### src/rtl/core/cas_pkg.sv
package cas_pkg;

  // Default size limits of the map
  localparam int MAX_WIDTH  = 1024;
  localparam int MAX_HEIGHT = 4096;
  localparam int MIN_SIZE   = 3;

  // Configuration registers
  localparam int CFG_INDEX_W = 2;
  localparam int CFG_DATA_W  = 13;
  localparam logic [CFG_INDEX_W-1:0] REG_MAP_COLS    = 2'd0;
  localparam logic [CFG_INDEX_W-1:0] REG_MAP_HEIGHT  = 2'd1;
  localparam logic [CFG_INDEX_W-1:0] REG_BORDER_SIZE = 2'd2;

  localparam int MAP_COLS_W   = 11;
  localparam int MAP_HEIGHT_W = 13;
  localparam int BORDER_W     = 6;

  localparam int MAP_COLS_RST   = 300;
  localparam int MAP_HEIGHT_RST = 300;
  localparam int BORDER_RST     = 5;

  // Result field widths
  localparam int OUT_X_W = 10;
  localparam int OUT_Y_W = 12;

  // Window: three columns of three rows, two history bits per line-store entry
  localparam int WIN_COLS  = 3;
  localparam int COL_BITS  = 3;
  localparam int LS_BITS   = 2;
  localparam int CNT_W     = 4;
  localparam logic [CNT_W-1:0] KEEP_COUNT = 4'd4;

  // Neighbor qualifiers for one window position
  typedef struct packed {
    logic top_ok;
    logic bot_ok;
    logic left_ok;
    logic right_ok;
    logic in_band;
  } nbr_mask_t;

  function automatic int clamp_size(int v, int lo, int hi);
    int r;
    r = v;
    if (v < lo) r = lo;
    if (v > hi) r = hi;
    return r;
  endfunction

endpackage

### src/rtl/core/cas_if.sv
interface cas_in_if;
  import cas_pkg::*;
  logic valid;
  logic ready;
  logic cell_value;

  modport source (output valid, output cell_value, input ready);
  modport sink (input valid, input cell_value, output ready);
endinterface

interface cas_out_if;
  import cas_pkg::*;
  logic               valid;
  logic               ready;
  logic               new_cell;
  logic [OUT_X_W-1:0] out_x;
  logic [OUT_Y_W-1:0] out_y;
  logic               last_of_frame;

  modport source (output valid, output new_cell, output out_x, output out_y,
                  output last_of_frame, input ready);
  modport sink (input valid, input new_cell, input out_x, input out_y,
                input last_of_frame, output ready);
endinterface

### src/rtl/core/cas_cell.sv
module cas_cell (
  input  logic                         clk,
  input  logic                         rst,
  input  logic                         shift,
  input  logic [cas_pkg::COL_BITS-1:0] col_in,
  output logic [cas_pkg::COL_BITS-1:0] col
);
  import cas_pkg::*;

  // Take the neighbor's column on every shift
  always_ff @(posedge clk) begin
    if (rst) begin
      col <= '0;
    end else if (shift) begin
      col <= col_in;
    end
  end

endmodule

### src/rtl/core/cas_line_store.sv
module cas_line_store #(
  parameter int DEPTH = cas_pkg::MAX_WIDTH,
  parameter int AW    = $clog2(cas_pkg::MAX_WIDTH)
) (
  input  logic                        clk,
  input  logic                        rd_en,
  input  logic [AW-1:0]               rd_addr,
  output logic [cas_pkg::LS_BITS-1:0] rd_data,
  input  logic                        wr_en,
  input  logic [AW-1:0]               wr_addr,
  input  logic [cas_pkg::LS_BITS-1:0] wr_data
);
  import cas_pkg::*;

  logic [LS_BITS-1:0] mem [DEPTH];

  // Write the updated history of one column
  always_ff @(posedge clk) begin
    if (wr_en) begin
      mem[wr_addr] <= wr_data;
    end
  end

  // Registered read, held while no new read is issued
  always_ff @(posedge clk) begin
    if (rd_en) begin
      rd_data <= mem[rd_addr];
    end
  end

endmodule

### src/rtl/core/cellular_automaton_smoothing.sv
// Path: the transaction that completes a result's window (the cell row length + 1
//   items later in raster order) passes stage 1, stage 2 and the output register.
// Throughput: one cell per cycle while the result stream does not stall, set by one
//   line store read and one write per item and the three-cell window shifting once per item.
// Reset (synchronous): clears the pipeline, window and raster position and loads
//   width 300, height 300, border 5; the line store is not cleared.
module cellular_automaton_smoothing #(
  parameter int MAX_WIDTH  = cas_pkg::MAX_WIDTH,
  parameter int MAX_HEIGHT = cas_pkg::MAX_HEIGHT
) (
  input  logic                            clk,
  input  logic                            rst,
  input  logic                            cfg_we,
  input  logic [cas_pkg::CFG_INDEX_W-1:0] cfg_index,
  input  logic [cas_pkg::CFG_DATA_W-1:0]  cfg_data,
  cas_in_if.sink                          cell_stream,
  cas_out_if.source                       result_stream
);
  import cas_pkg::*;

  localparam int XW = $clog2(MAX_WIDTH);
  localparam int WW = $clog2(MAX_WIDTH + 1);
  localparam int HW = $clog2(MAX_HEIGHT + 1);
  localparam int RW = $clog2(MAX_HEIGHT + 3);
  localparam int XB = ((WW > BORDER_W) ? WW : BORDER_W) + 1;
  localparam int YB = ((RW > BORDER_W) ? RW : BORDER_W) + 1;

  // Clamped sizes and border
  logic [WW-1:0]       w_eff;
  logic [HW-1:0]       h_eff;
  logic [BORDER_W-1:0] border;

  always_ff @(posedge clk) begin
    if (rst) begin
      w_eff  <= WW'(clamp_size(MAP_COLS_RST, MIN_SIZE, MAX_WIDTH));
      h_eff  <= HW'(clamp_size(MAP_HEIGHT_RST, MIN_SIZE, MAX_HEIGHT));
      border <= BORDER_W'(BORDER_RST);
    end else if (cfg_we) begin
      if (cfg_index == REG_MAP_COLS) begin
        w_eff <= WW'(clamp_size(int'(cfg_data[MAP_COLS_W-1:0]), MIN_SIZE, MAX_WIDTH));
      end else if (cfg_index == REG_MAP_HEIGHT) begin
        h_eff <= HW'(clamp_size(int'(cfg_data[MAP_HEIGHT_W-1:0]), MIN_SIZE, MAX_HEIGHT));
      end else if (cfg_index == REG_BORDER_SIZE) begin
        border <= cfg_data[BORDER_W-1:0];
      end
    end
  end

  // Pipeline handshake
  logic s1_valid, s2_valid, o_valid;
  logic s2_emit;
  logic accept, s1_adv, s2_adv, s1_free, s2_free, o_free;

  assign o_free   = !o_valid || result_stream.ready;
  assign s2_adv   = s2_valid && (!s2_emit || o_free);
  assign s2_free  = !s2_valid || s2_adv;
  assign s1_adv   = s1_valid && s2_free;
  assign s1_free  = !s1_valid || s1_adv;
  assign accept   = cell_stream.valid && s1_free;
  assign cell_stream.ready = s1_free;

  // Raster position of the incoming item
  logic [XW-1:0] in_column, in_column_next;
  logic [RW-1:0] in_row, in_row_next;
  logic [XW-1:0] pos_c, a_qx;
  logic [RW-1:0] pos_r, h_p1, a_qy;
  logic          a_fin, a_v, a_emit;

  assign h_p1 = RW'(h_eff) + RW'(1);

  always_comb begin
    pos_c = in_column;
    pos_r = in_row;
    if (WW'(in_column) >= w_eff) begin
      pos_c = '0;
      pos_r = in_row + RW'(1);
    end
    if (pos_r > h_p1 || (pos_r == h_p1 && pos_c != '0)) begin
      pos_c = '0;
      pos_r = '0;
    end
    a_fin  = (pos_r == h_p1);
    a_v    = (pos_r < RW'(h_eff)) && cell_stream.cell_value;
    a_emit = (pos_r >= RW'(2)) || (pos_r == RW'(1) && pos_c != '0);
    if (a_fin) begin
      in_column_next = '0;
      in_row_next    = '0;
    end else if (WW'(pos_c) + WW'(1) == w_eff) begin
      in_column_next = '0;
      in_row_next    = pos_r + RW'(1);
    end else begin
      in_column_next = pos_c + XW'(1);
      in_row_next    = pos_r;
    end
    if (pos_c != '0) begin
      a_qx = pos_c - XW'(1);
      a_qy = pos_r - RW'(1);
    end else begin
      a_qx = XW'(w_eff - WW'(1));
      a_qy = pos_r - RW'(2);
    end
  end

  // Advance the raster position per transaction
  always_ff @(posedge clk) begin
    if (rst) begin
      in_column <= '0;
      in_row    <= '0;
    end else if (accept) begin
      in_column <= in_column_next;
      in_row    <= in_row_next;
    end
  end

  // Stage 1: line store read in flight
  logic [XW-1:0] s1_c, s1_qx;
  logic [RW-1:0] s1_qy;
  logic          s1_v, s1_emit;

  always_ff @(posedge clk) begin
    if (rst) begin
      s1_valid <= 1'b0;
    end else if (accept) begin
      s1_valid <= 1'b1;
    end else if (s1_adv) begin
      s1_valid <= 1'b0;
    end
  end

  always_ff @(posedge clk) begin
    if (accept) begin
      s1_c    <= pos_c;
      s1_v    <= a_v;
      s1_emit <= a_emit;
      s1_qx   <= a_qx;
      s1_qy   <= a_qy;
    end
  end

  logic [LS_BITS-1:0]  ls_rd;
  logic [COL_BITS-1:0] new_col;

  cas_line_store #(
    .DEPTH (MAX_WIDTH),
    .AW    (XW)
  ) u_line_store (
    .clk     (clk),
    .rd_en   (accept),
    .rd_addr (pos_c),
    .rd_data (ls_rd),
    .wr_en   (s1_adv),
    .wr_addr (s1_c),
    .wr_data ({ls_rd[0], s1_v})
  );

  // New column: top row in bit 0, the incoming row in bit 2
  assign new_col = {s1_v, ls_rd[0], ls_rd[1]};

  // Neighbor qualifiers and border band of the emitted position
  nbr_mask_t s1_mask;
  logic      s1_last;

  always_comb begin
    s1_mask.left_ok  = (s1_qx != '0);
    s1_mask.right_ok = (WW'(s1_qx) + WW'(1) < w_eff);
    s1_mask.top_ok   = (s1_qy != '0);
    s1_mask.bot_ok   = (s1_qy + RW'(1) < RW'(h_eff));
    s1_mask.in_band  = (XB'(s1_qx) < XB'(border)) || (YB'(s1_qy) < YB'(border))
                     || (XB'(s1_qx) + XB'(border) > XB'(w_eff))
                     || (YB'(s1_qy) + YB'(border) > YB'(h_eff));
    s1_last = (WW'(s1_qx) == w_eff - WW'(1)) && (s1_qy == RW'(h_eff) - RW'(1));
  end

  // Window: a chain of column cells, newest at index 0
  logic [COL_BITS-1:0] win [WIN_COLS];

  for (genvar i = 0; i < WIN_COLS; i++) begin : g_win
    cas_cell u_cell (
      .clk    (clk),
      .rst    (rst),
      .shift  (s1_adv),
      .col_in ((i == 0) ? new_col : win[(i == 0) ? 0 : i - 1]),
      .col    (win[i])
    );
  end

  // Stage 2: window holds the item's neighborhood
  logic [XW-1:0] s2_qx;
  logic [RW-1:0] s2_qy;
  logic          s2_last;
  nbr_mask_t     s2_mask;

  always_ff @(posedge clk) begin
    if (rst) begin
      s2_valid <= 1'b0;
    end else if (s1_adv) begin
      s2_valid <= 1'b1;
    end else if (s2_adv) begin
      s2_valid <= 1'b0;
    end
  end

  always_ff @(posedge clk) begin
    if (s1_adv) begin
      s2_emit <= s1_emit;
      s2_qx   <= s1_qx;
      s2_qy   <= s1_qy;
      s2_last <= s1_last;
      s2_mask <= s1_mask;
    end
  end

  // Count set neighbors, clear cells in the border band and apply the 4-5 rule
  logic [COL_BITS-1:0] row_mask;
  logic [COL_BITS-1:0] m_col [WIN_COLS];
  logic [CNT_W-1:0]    count;
  logic                cell_new;

  always_comb begin
    row_mask = {s2_mask.bot_ok, 1'b1, s2_mask.top_ok};
    m_col[0] = win[0] & row_mask & {COL_BITS{s2_mask.right_ok}};
    m_col[1] = win[1] & row_mask & 3'b101;
    m_col[2] = win[2] & row_mask & {COL_BITS{s2_mask.left_ok}};
    count = '0;
    for (int i = 0; i < WIN_COLS; i++) begin
      for (int j = 0; j < COL_BITS; j++) begin
        count = count + CNT_W'(m_col[i][j]);
      end
    end
    if (s2_mask.in_band || count < KEEP_COUNT) begin
      cell_new = 1'b0;
    end else if (count > KEEP_COUNT) begin
      cell_new = 1'b1;
    end else begin
      cell_new = win[1][1];
    end
  end

  // Output register
  always_ff @(posedge clk) begin
    if (rst) begin
      o_valid <= 1'b0;
    end else if (s2_adv && s2_emit) begin
      o_valid <= 1'b1;
    end else if (result_stream.ready) begin
      o_valid <= 1'b0;
    end
  end

  always_ff @(posedge clk) begin
    if (s2_adv && s2_emit) begin
      result_stream.new_cell      <= cell_new;
      result_stream.out_x         <= OUT_X_W'(s2_qx);
      result_stream.out_y         <= OUT_Y_W'(s2_qy);
      result_stream.last_of_frame <= s2_last;
    end
  end

  assign result_stream.valid = o_valid;

endmodule

### src/flat_wrapper.sv
// flat-port wrapper written by rule: the top's interface ports become plain ports
module cellular_automaton_smoothing_flat import cas_pkg::*;
#(
  parameter int MAX_WIDTH  = cas_pkg::MAX_WIDTH,
  parameter int MAX_HEIGHT = cas_pkg::MAX_HEIGHT
)
  (clk, rst, cfg_we, cfg_index, cfg_data, cell_stream_valid, cell_stream_cell_value, cell_stream_ready, result_stream_valid, result_stream_new_cell, result_stream_out_x, result_stream_out_y, result_stream_last_of_frame, result_stream_ready);
  cas_in_if cell_stream_i ();
  cas_out_if result_stream_i ();
  input  logic clk;
  input  logic rst;
  input  logic cfg_we;
  input  logic [cas_pkg::CFG_INDEX_W-1:0] cfg_index;
  input  logic [cas_pkg::CFG_DATA_W-1:0] cfg_data;
  input wire logic [$bits(cell_stream_i.valid)-1:0] cell_stream_valid;
  input wire logic [$bits(cell_stream_i.cell_value)-1:0] cell_stream_cell_value;
  output wire logic [$bits(cell_stream_i.ready)-1:0] cell_stream_ready;
  output wire logic [$bits(result_stream_i.valid)-1:0] result_stream_valid;
  output wire logic [$bits(result_stream_i.new_cell)-1:0] result_stream_new_cell;
  output wire logic [$bits(result_stream_i.out_x)-1:0] result_stream_out_x;
  output wire logic [$bits(result_stream_i.out_y)-1:0] result_stream_out_y;
  output wire logic [$bits(result_stream_i.last_of_frame)-1:0] result_stream_last_of_frame;
  input wire logic [$bits(result_stream_i.ready)-1:0] result_stream_ready;
  assign cell_stream_i.valid = cell_stream_valid;
  assign cell_stream_i.cell_value = cell_stream_cell_value;
  assign cell_stream_ready = cell_stream_i.ready;
  assign result_stream_valid = result_stream_i.valid;
  assign result_stream_new_cell = result_stream_i.new_cell;
  assign result_stream_out_x = result_stream_i.out_x;
  assign result_stream_out_y = result_stream_i.out_y;
  assign result_stream_last_of_frame = result_stream_i.last_of_frame;
  assign result_stream_i.ready = result_stream_ready;
  cellular_automaton_smoothing #(.MAX_WIDTH(MAX_WIDTH), .MAX_HEIGHT(MAX_HEIGHT)) u_core (.clk(clk), .rst(rst), .cfg_we(cfg_we), .cfg_index(cfg_index), .cfg_data(cfg_data), .cell_stream(cell_stream_i), .result_stream(result_stream_i));
endmodule
### config.mk
export PLATFORM = sky130hd
export DESIGN_NAME = cellular_automaton_smoothing_flat
export DESIGN_NICKNAME = d
export VERILOG_FILES = /design/src/rtl/core/cas_pkg.sv /design/src/rtl/core/cas_if.sv /design/src/rtl/core/cas_cell.sv /design/src/rtl/core/cas_line_store.sv /design/src/rtl/core/cellular_automaton_smoothing.sv /design/src/flat_wrapper.sv
export SDC_FILE = /design/constraint.sdc
export NUM_CORES = 2
export LEC_CHECK = 0
export BUFFER_PORTS_ARGS = -buffer_cell sky130_fd_sc_hd__buf_2
export CAP_MARGIN = 5
export CORE_MARGIN = 2
export CORE_UTILIZATION = 60
export CTS_CLUSTER_SIZE = 24
export DETAILED_ROUTE_END_ITERATION = 7
export PLACE_DENSITY = 0.8
export SLEW_MARGIN = 20
export SYNTH_ARGS = -nofsm -noshare
export SYNTH_HDL_FRONTEND = slang
export SYNTH_HIERARCHICAL = 1
export SYNTH_SLANG_ARGS = --single-unit
export TNS_END_PERCENT = 5
### constraint.sdc
create_clock -name clk -period 18.9 [get_ports clk]
set_clock_uncertainty 0.05 [all_clocks]
set_input_delay 2.835 -clock clk [delete_from_list [all_inputs] [get_ports clk]]
set_output_delay 2.835 -clock clk [all_outputs]
set_load 0.01 [all_outputs]
# == Word level (Yosys, flattened, before mapping) ==
# Memory sizes are Yosys's and may differ from the RTL's. A register that Yosys moved wholly into a read port is not among the register bits.
# Index checks and enable logic that the tools add are counted.
# Widths: inputs -> output; s select.
# totals
ff_bits,153
ramBits,2048
output_inout_bits,26
n_memories,1
# classes
add_sub_neg,21
magnitude_cmp,16
eq_ne,8
n_mux,23
n_bitwise,7
reduce_logical,33
# mem_list
name,words,width,read_ports,rd_ports_with_merged_regs,wr,line,source
u_core.u_line_store.mem,1024,2,1,1,1,cas_line_store.sv:15,logic [LS_BITS-1:0] mem [DEPTH];
# ops
operator,n
$mux 13,7
$add 13x1->13 const B,4
$mux 10,5
$eq 13x13->1,3
$reduce_bool 10->1,3
$lt 13x13->1,2
$sub 13x1->13 const B,2
$add 4x1->4,6
$add 10x1->11 const B,2
$mux 11,2
$and 3x3->3,5
$add 13x6->14,1
$gt 14x13->1,1
$eq 13x1->1 const B,1
$ge 13x2->1 const B,1
$gt 13x13->1,1
$gt 13x13->1 const B,1
$lt 13x2->1 const B,1
$lt 13x6->1,1
$reduce_bool 13->1,1
$sub 13x2->13 const B,1
$gt 12x11->1,1
$add 10x6->11,1
$eq 10x11->1,1
other kinds (24),54

# == Longest topological paths before layout ==
# logic_depth
ltp_word,11
mapped_depth,35

# == Modules after synthesis ==
# Netlist, hierarchy kept.
# by_module_without_submodules
mod,instances,cells_each,area_per_inst_um2,seq_area_each_um2
cas_line_store,1,4793,83777.8,61559.0
cellular_automaton_smoothing,1,1265,11374.7,3763.6
cas_cell,3,9,101.3,60.1

# == Worst setup path after synthesis ==
# No wires, ideal clock.
# synth_path
path_kind,register to register
start,register u_core.s1_v
end,memory u_core.u_line_store.mem[0][0] (data pin)
t_arrival_ps,12032
required_ps,16176
setup_slack_ps,4145
stages_incl_launch_ff,1
path_buffers,0
cell_sequence,edfxtp_1
# synth_lines
item,line,source
"start, declared",cellular_automaton_smoothing.sv:118,"logic s1_v, s1_emit;"
"start signal, assigned",cellular_automaton_smoothing.sv:133,s1_v <= a_v;
"end, declared",cas_line_store.sv:15,
# No word-level cell before the write port.

# == Worst setup path in the final report ==
# layout_path
start,register u_core.w_eff[8]
end,"register u_core/u_line_store/rd_data[1] (netlist name), read port of u_core.u_line_store.mem (data pin)"
# layout_between
elab_chain_len,6
elab_cells_between_ends,9
classes_between,order compare: 2; eq/ne: 1; mux: 3; reduce/logical: 3
# layout_lines
item,line,source
"start, declared",cellular_automaton_smoothing.sv:29,logic [WW-1:0] w_eff;
"start signal, assigned",cellular_automaton_smoothing.sv:35,"w_eff <= WW'(clamp_size(MAP_COLS_RST, MIN_SIZE, MAX_WIDTH));"
"start signal, assigned",cellular_automaton_smoothing.sv:40,"w_eff <= WW'(clamp_size(int'(cfg_data[MAP_COLS_W-1:0]), MIN_SIZE, MAX_WIDTH));"
$ge 10x11->1 *,cellular_automaton_smoothing.sv:74,if (WW'(in_column) >= w_eff) begin
branches (longest 4 deep; another with $gt 13x13->1),-,
$mux 10 *,cellular_automaton_smoothing.sv:78,if (pos_r > h_p1 || (pos_r == h_p1 && pos_c != '0)) begin
net u_core.pos_c[0],cellular_automaton_smoothing.sv:65,"logic [XW-1:0] pos_c, a_qx;"
"end, declared",cas_line_store.sv:8,"output logic [cas_pkg::LS_BITS-1:0] rd_data,"
# Mark *: on every way through the listed nets, which the timed path passes.
# A chain may end at the register's enable or synchronous reset.

==> impl_results.md <==
- Max-cap check violation count: 0
- FMAX: roughly 98 MHz
- CP Max Fanout: ~100
- Unrepaired setup endpoints after global routing: no
- Worst-Skew Late Latency: roughly 0.86 ns
- Post-CTS Resized: 0
- Area delta synth->final: 9.27%
- Top FF cell, synth: edfxtp_1
- Largest net degree at the start of global routing: just under 300
- Post-CTS Setup Inserts: 0
- Maximum root-to-sink buffer count: 3
- Fillcell total: 10200
- Fraction of layout cells with a size suffix above 1: 0.165
- Io pins: 47
- DR WL/cell: 31.4 um
- Mapped Cells: about 6100
- WS Path Type: reg2reg
- H-tree depth: 4
- First-pass GRT wire length: 378 mm
- Syn Nets: 6240
- Slew Viols, Final: 0
- Antenna Nets Post-Route: 0
- Placer Congestion: approximately 0.91
- Worst setup slack after layout: 8.65 ns
- Core Area: 158000 um2
- Leakage power: between 30 and 40 nW
- Relative slew slack: 0.111
- Critical path required time: approximately 19 ns
- YS warnings: 6
- Setup_tns: 0 ns
- CTS root buf: clkbuf_16
- Sink Count: between 2000 and 2500
- Startpoint types: flop
- Tmin final: between 10 and 15 ns
- Initial drt markers: roughly 11000
- Die ar.: between 150000 and 200000 um2
- Synth Register Bits: approximately 2200
- CTS buffer count: 209
- Tightest Hold Check Type: reg2reg
- Final Hold Fails: 0
- Max VDD drop: 0.0000963 V
- Power density cells: around 97 nW/um2
- Synthesized area: 95500 um2
- Total Wirelength: 260 mm
- Final setup vio count: 0
- Die X: 403 um
- I/O Buffers: 46
- CTS tree: done
- Post-Syn Area per Cell: about 16 um2
- Final #Nets: 6158
- Die outline height: around 400 um
- Non-filler cells in the finished layout: 8265
- Commonest non-fill, non-tap cell in the layout: edfxtp_1
- Hpwl dp: roughly 140 mm
- # rows: ~150
- Via count: 57600
- Dpl ws: 8.92 ns
- Hold slack final: between 0.3 and 0.4 ns
- Fin crit share: 0.542
- Clock-pin slew on the worst setup and hold paths: roughly 0.070 ns
- Vias in the first global route: 56900
- Global-route usage over all layers: 0.320
- Seq/Total Area, Yosys: 0.686
- Crit path DAT: approximately 11 ns
- Number of synthesized flops with an enable pin: about 2100
- Worst-margin pin slew: around 1.3 ns
- Congestion Overflow GR: 0
- Initial Util: 0.603
- Cells after DPL: between 7000 and 8000
- Initial antenna violation count: 11
- CP endpoint kind: flop
- Residual DRC: 0
- Synth unique cells: 93
- Vias per cell: around 7
- Most frequent cells in the layout: edfxtp_1 (2138), nor2_1 (1186), mux4_2 (449)
- Outcome: complete, no violations
- Drt pass-1 iters: 6
- Hold buffer count at cts: 0
- Post-synth ARST share: 0
## cells in the mapped netlist, drive strengths merged, types with 26 or more instances
library cell	instances	area share
o21a	31	0.0024
nand3	87	0.0046
mux4	449	0.11
buf	164	0.013
mux2i	223	0.023
edfxtp	2138	0.67
xor2	42	0.0039
inv	85	0.0033
a21oi	131	0.0069
nor2	1189	0.047
dfxtp	65	0.014
and3	27	0.0018
o221ai	86	0.0080
ha	128	0.017
nand4	42	0.0028
o22ai	49	0.0032
clkbuf	286	0.011
nor3	73	0.0039
xnor2	78	0.0072
nand2	192	0.0075
a22oi	61	0.0048
nor4	40	0.0028
o21ai	74	0.0039
nor2b	26	0.0017
## logic make-up (layout without fill, tap and decap cells)
| kind of cell | Yosys count | after routing | synth area share |
|---|---|---|---|
| AOI/OAI and AO/OA | 618 | 618 | 0.0456 |
| xor gates and xnor gates | 122 | 122 | 0.0115 |
| adders and majority gates | 134 | 134 | 0.0180 |
| buffers and inverters | 537 | 638 | 0.0272 |
| DFF | 2203 | 2203 | 0.686 |
| muxes | 683 | 683 | 0.131 |
| other | 0 | 7 | 0 |
| and+or+nand+nor | 1788 | 1788 | 0.0808 |
## power breakdown
group | total [W] | switching (W) | internal [W] | leakage, nW
Sequential | 0.00539 | 0.0000170 | 0.00537 | 19.6
Combinational | 0.000528 | 0.000322 | 0.000206 | 8.81
Clock | 0.00422 | 0.00185 | 0.00237 | 3.38
## registers in the layout, summed over array words and instances, names as in the netlist, 2 cells and up
register and cells:
u_core/border 6, u_core/h_eff 13, u_core/s1_qx 10, u_core/s2_qy 12, u_core/result_stream.out_x 10, u_core/u_line_store/rd_data 2
u_core/in_row 13, u_core/in_column 10, u_core/s2_mask 3, u_core/s2_qx 10, u_core/w_eff 11, u_core/s1_qy 13
u_core/g_win.u_cell/col 9, u_core/row_mask 2, u_core/u_line_store/mem 2048, u_core/result_stream.out_y 12, u_core/s1_c 10
## critical path, cell delays in order, from the launching register on
cell and delay [ns]:
dfxtp_1 0.47, inv_1 0.20, ha_1 0.37, nand4b_1 0.40, nor3_1 0.51, nor2_2 0.16, a2111oi_0 0.59, xor2_1 0.43
ha_1 0.34, o21a_1 0.11, o211ai_1 0.29, o21bai_1 0.21, o311ai_2 0.14, buf_4 0.21, a21oi_1 0.17, buf_4 0.23
nand2_1 0.21, inv_8 0.65, buf_12 0.55, buf_12 0.65, mux4_2 0.59, mux4_2 0.51, a22o_1 0.24, nor4_2 0.59
o31ai_1 0.13, o31ai_1 0.31, nand4_1 0.16
## layout make-up
type / count / area (um2) / area share
Antenna cell: 7 / 17.5 / 0.000168
Clock buffer: 249 / 5420 / 0.0520
Clock inverter: 145 / 1490 / 0.0142
Inverter: 87 / 347 / 0.00332
Multi-Input combinational cell: 3345 / 27700 / 0.266
Sequential cell: 2203 / 65500 / 0.628
Tap cell: 2072 / 2590 / 0.0249
Timing Repair Buffer: 157 / 1240 / 0.0119
## per-layer routing
metal,vias to the layer above,global-route usage,part of all wire
met5,-,0,0.00051
met4,16,0.156,0.054
met2,4502,0.491,0.46
li1,23400,-,-
met3,815,0.0822,0.14
met1,28800,0.431,0.34
## through the flow
| stage | area, um2 | utilization | power (W) |
|---|---|---|---|
| final | 104000 | 0.659 | 0.0101 |
| after global routing | 104000 | 0.659 | 0.0104 |
| after CTS | 104000 | 0.658 | 0.0101 |
| after detailed placement | 97200 | 0.615 | 0.00600 |
| after global placement | 97200 | 0.614 | 0.00599 |
| after floorplan | 95500 | - | 0.00594 |
## worst paths after layout
path,from,end,depth (start not counted),slack [ns]
setup / recovery,u_core/w_eff[8],u_core/u_line_store/rd_data[1],26,8.65
hold / removal,u_core/s2_qy[5],u_core/result_stream.out_y[5],0,0.37
setup reg to reg,u_core/w_eff[8],u_core/u_line_store/rd_data[1],26,8.65
hold reg to reg,u_core/s2_qy[5],u_core/result_stream.out_y[5],0,0.37
Power figures use the tool's default switching activity.
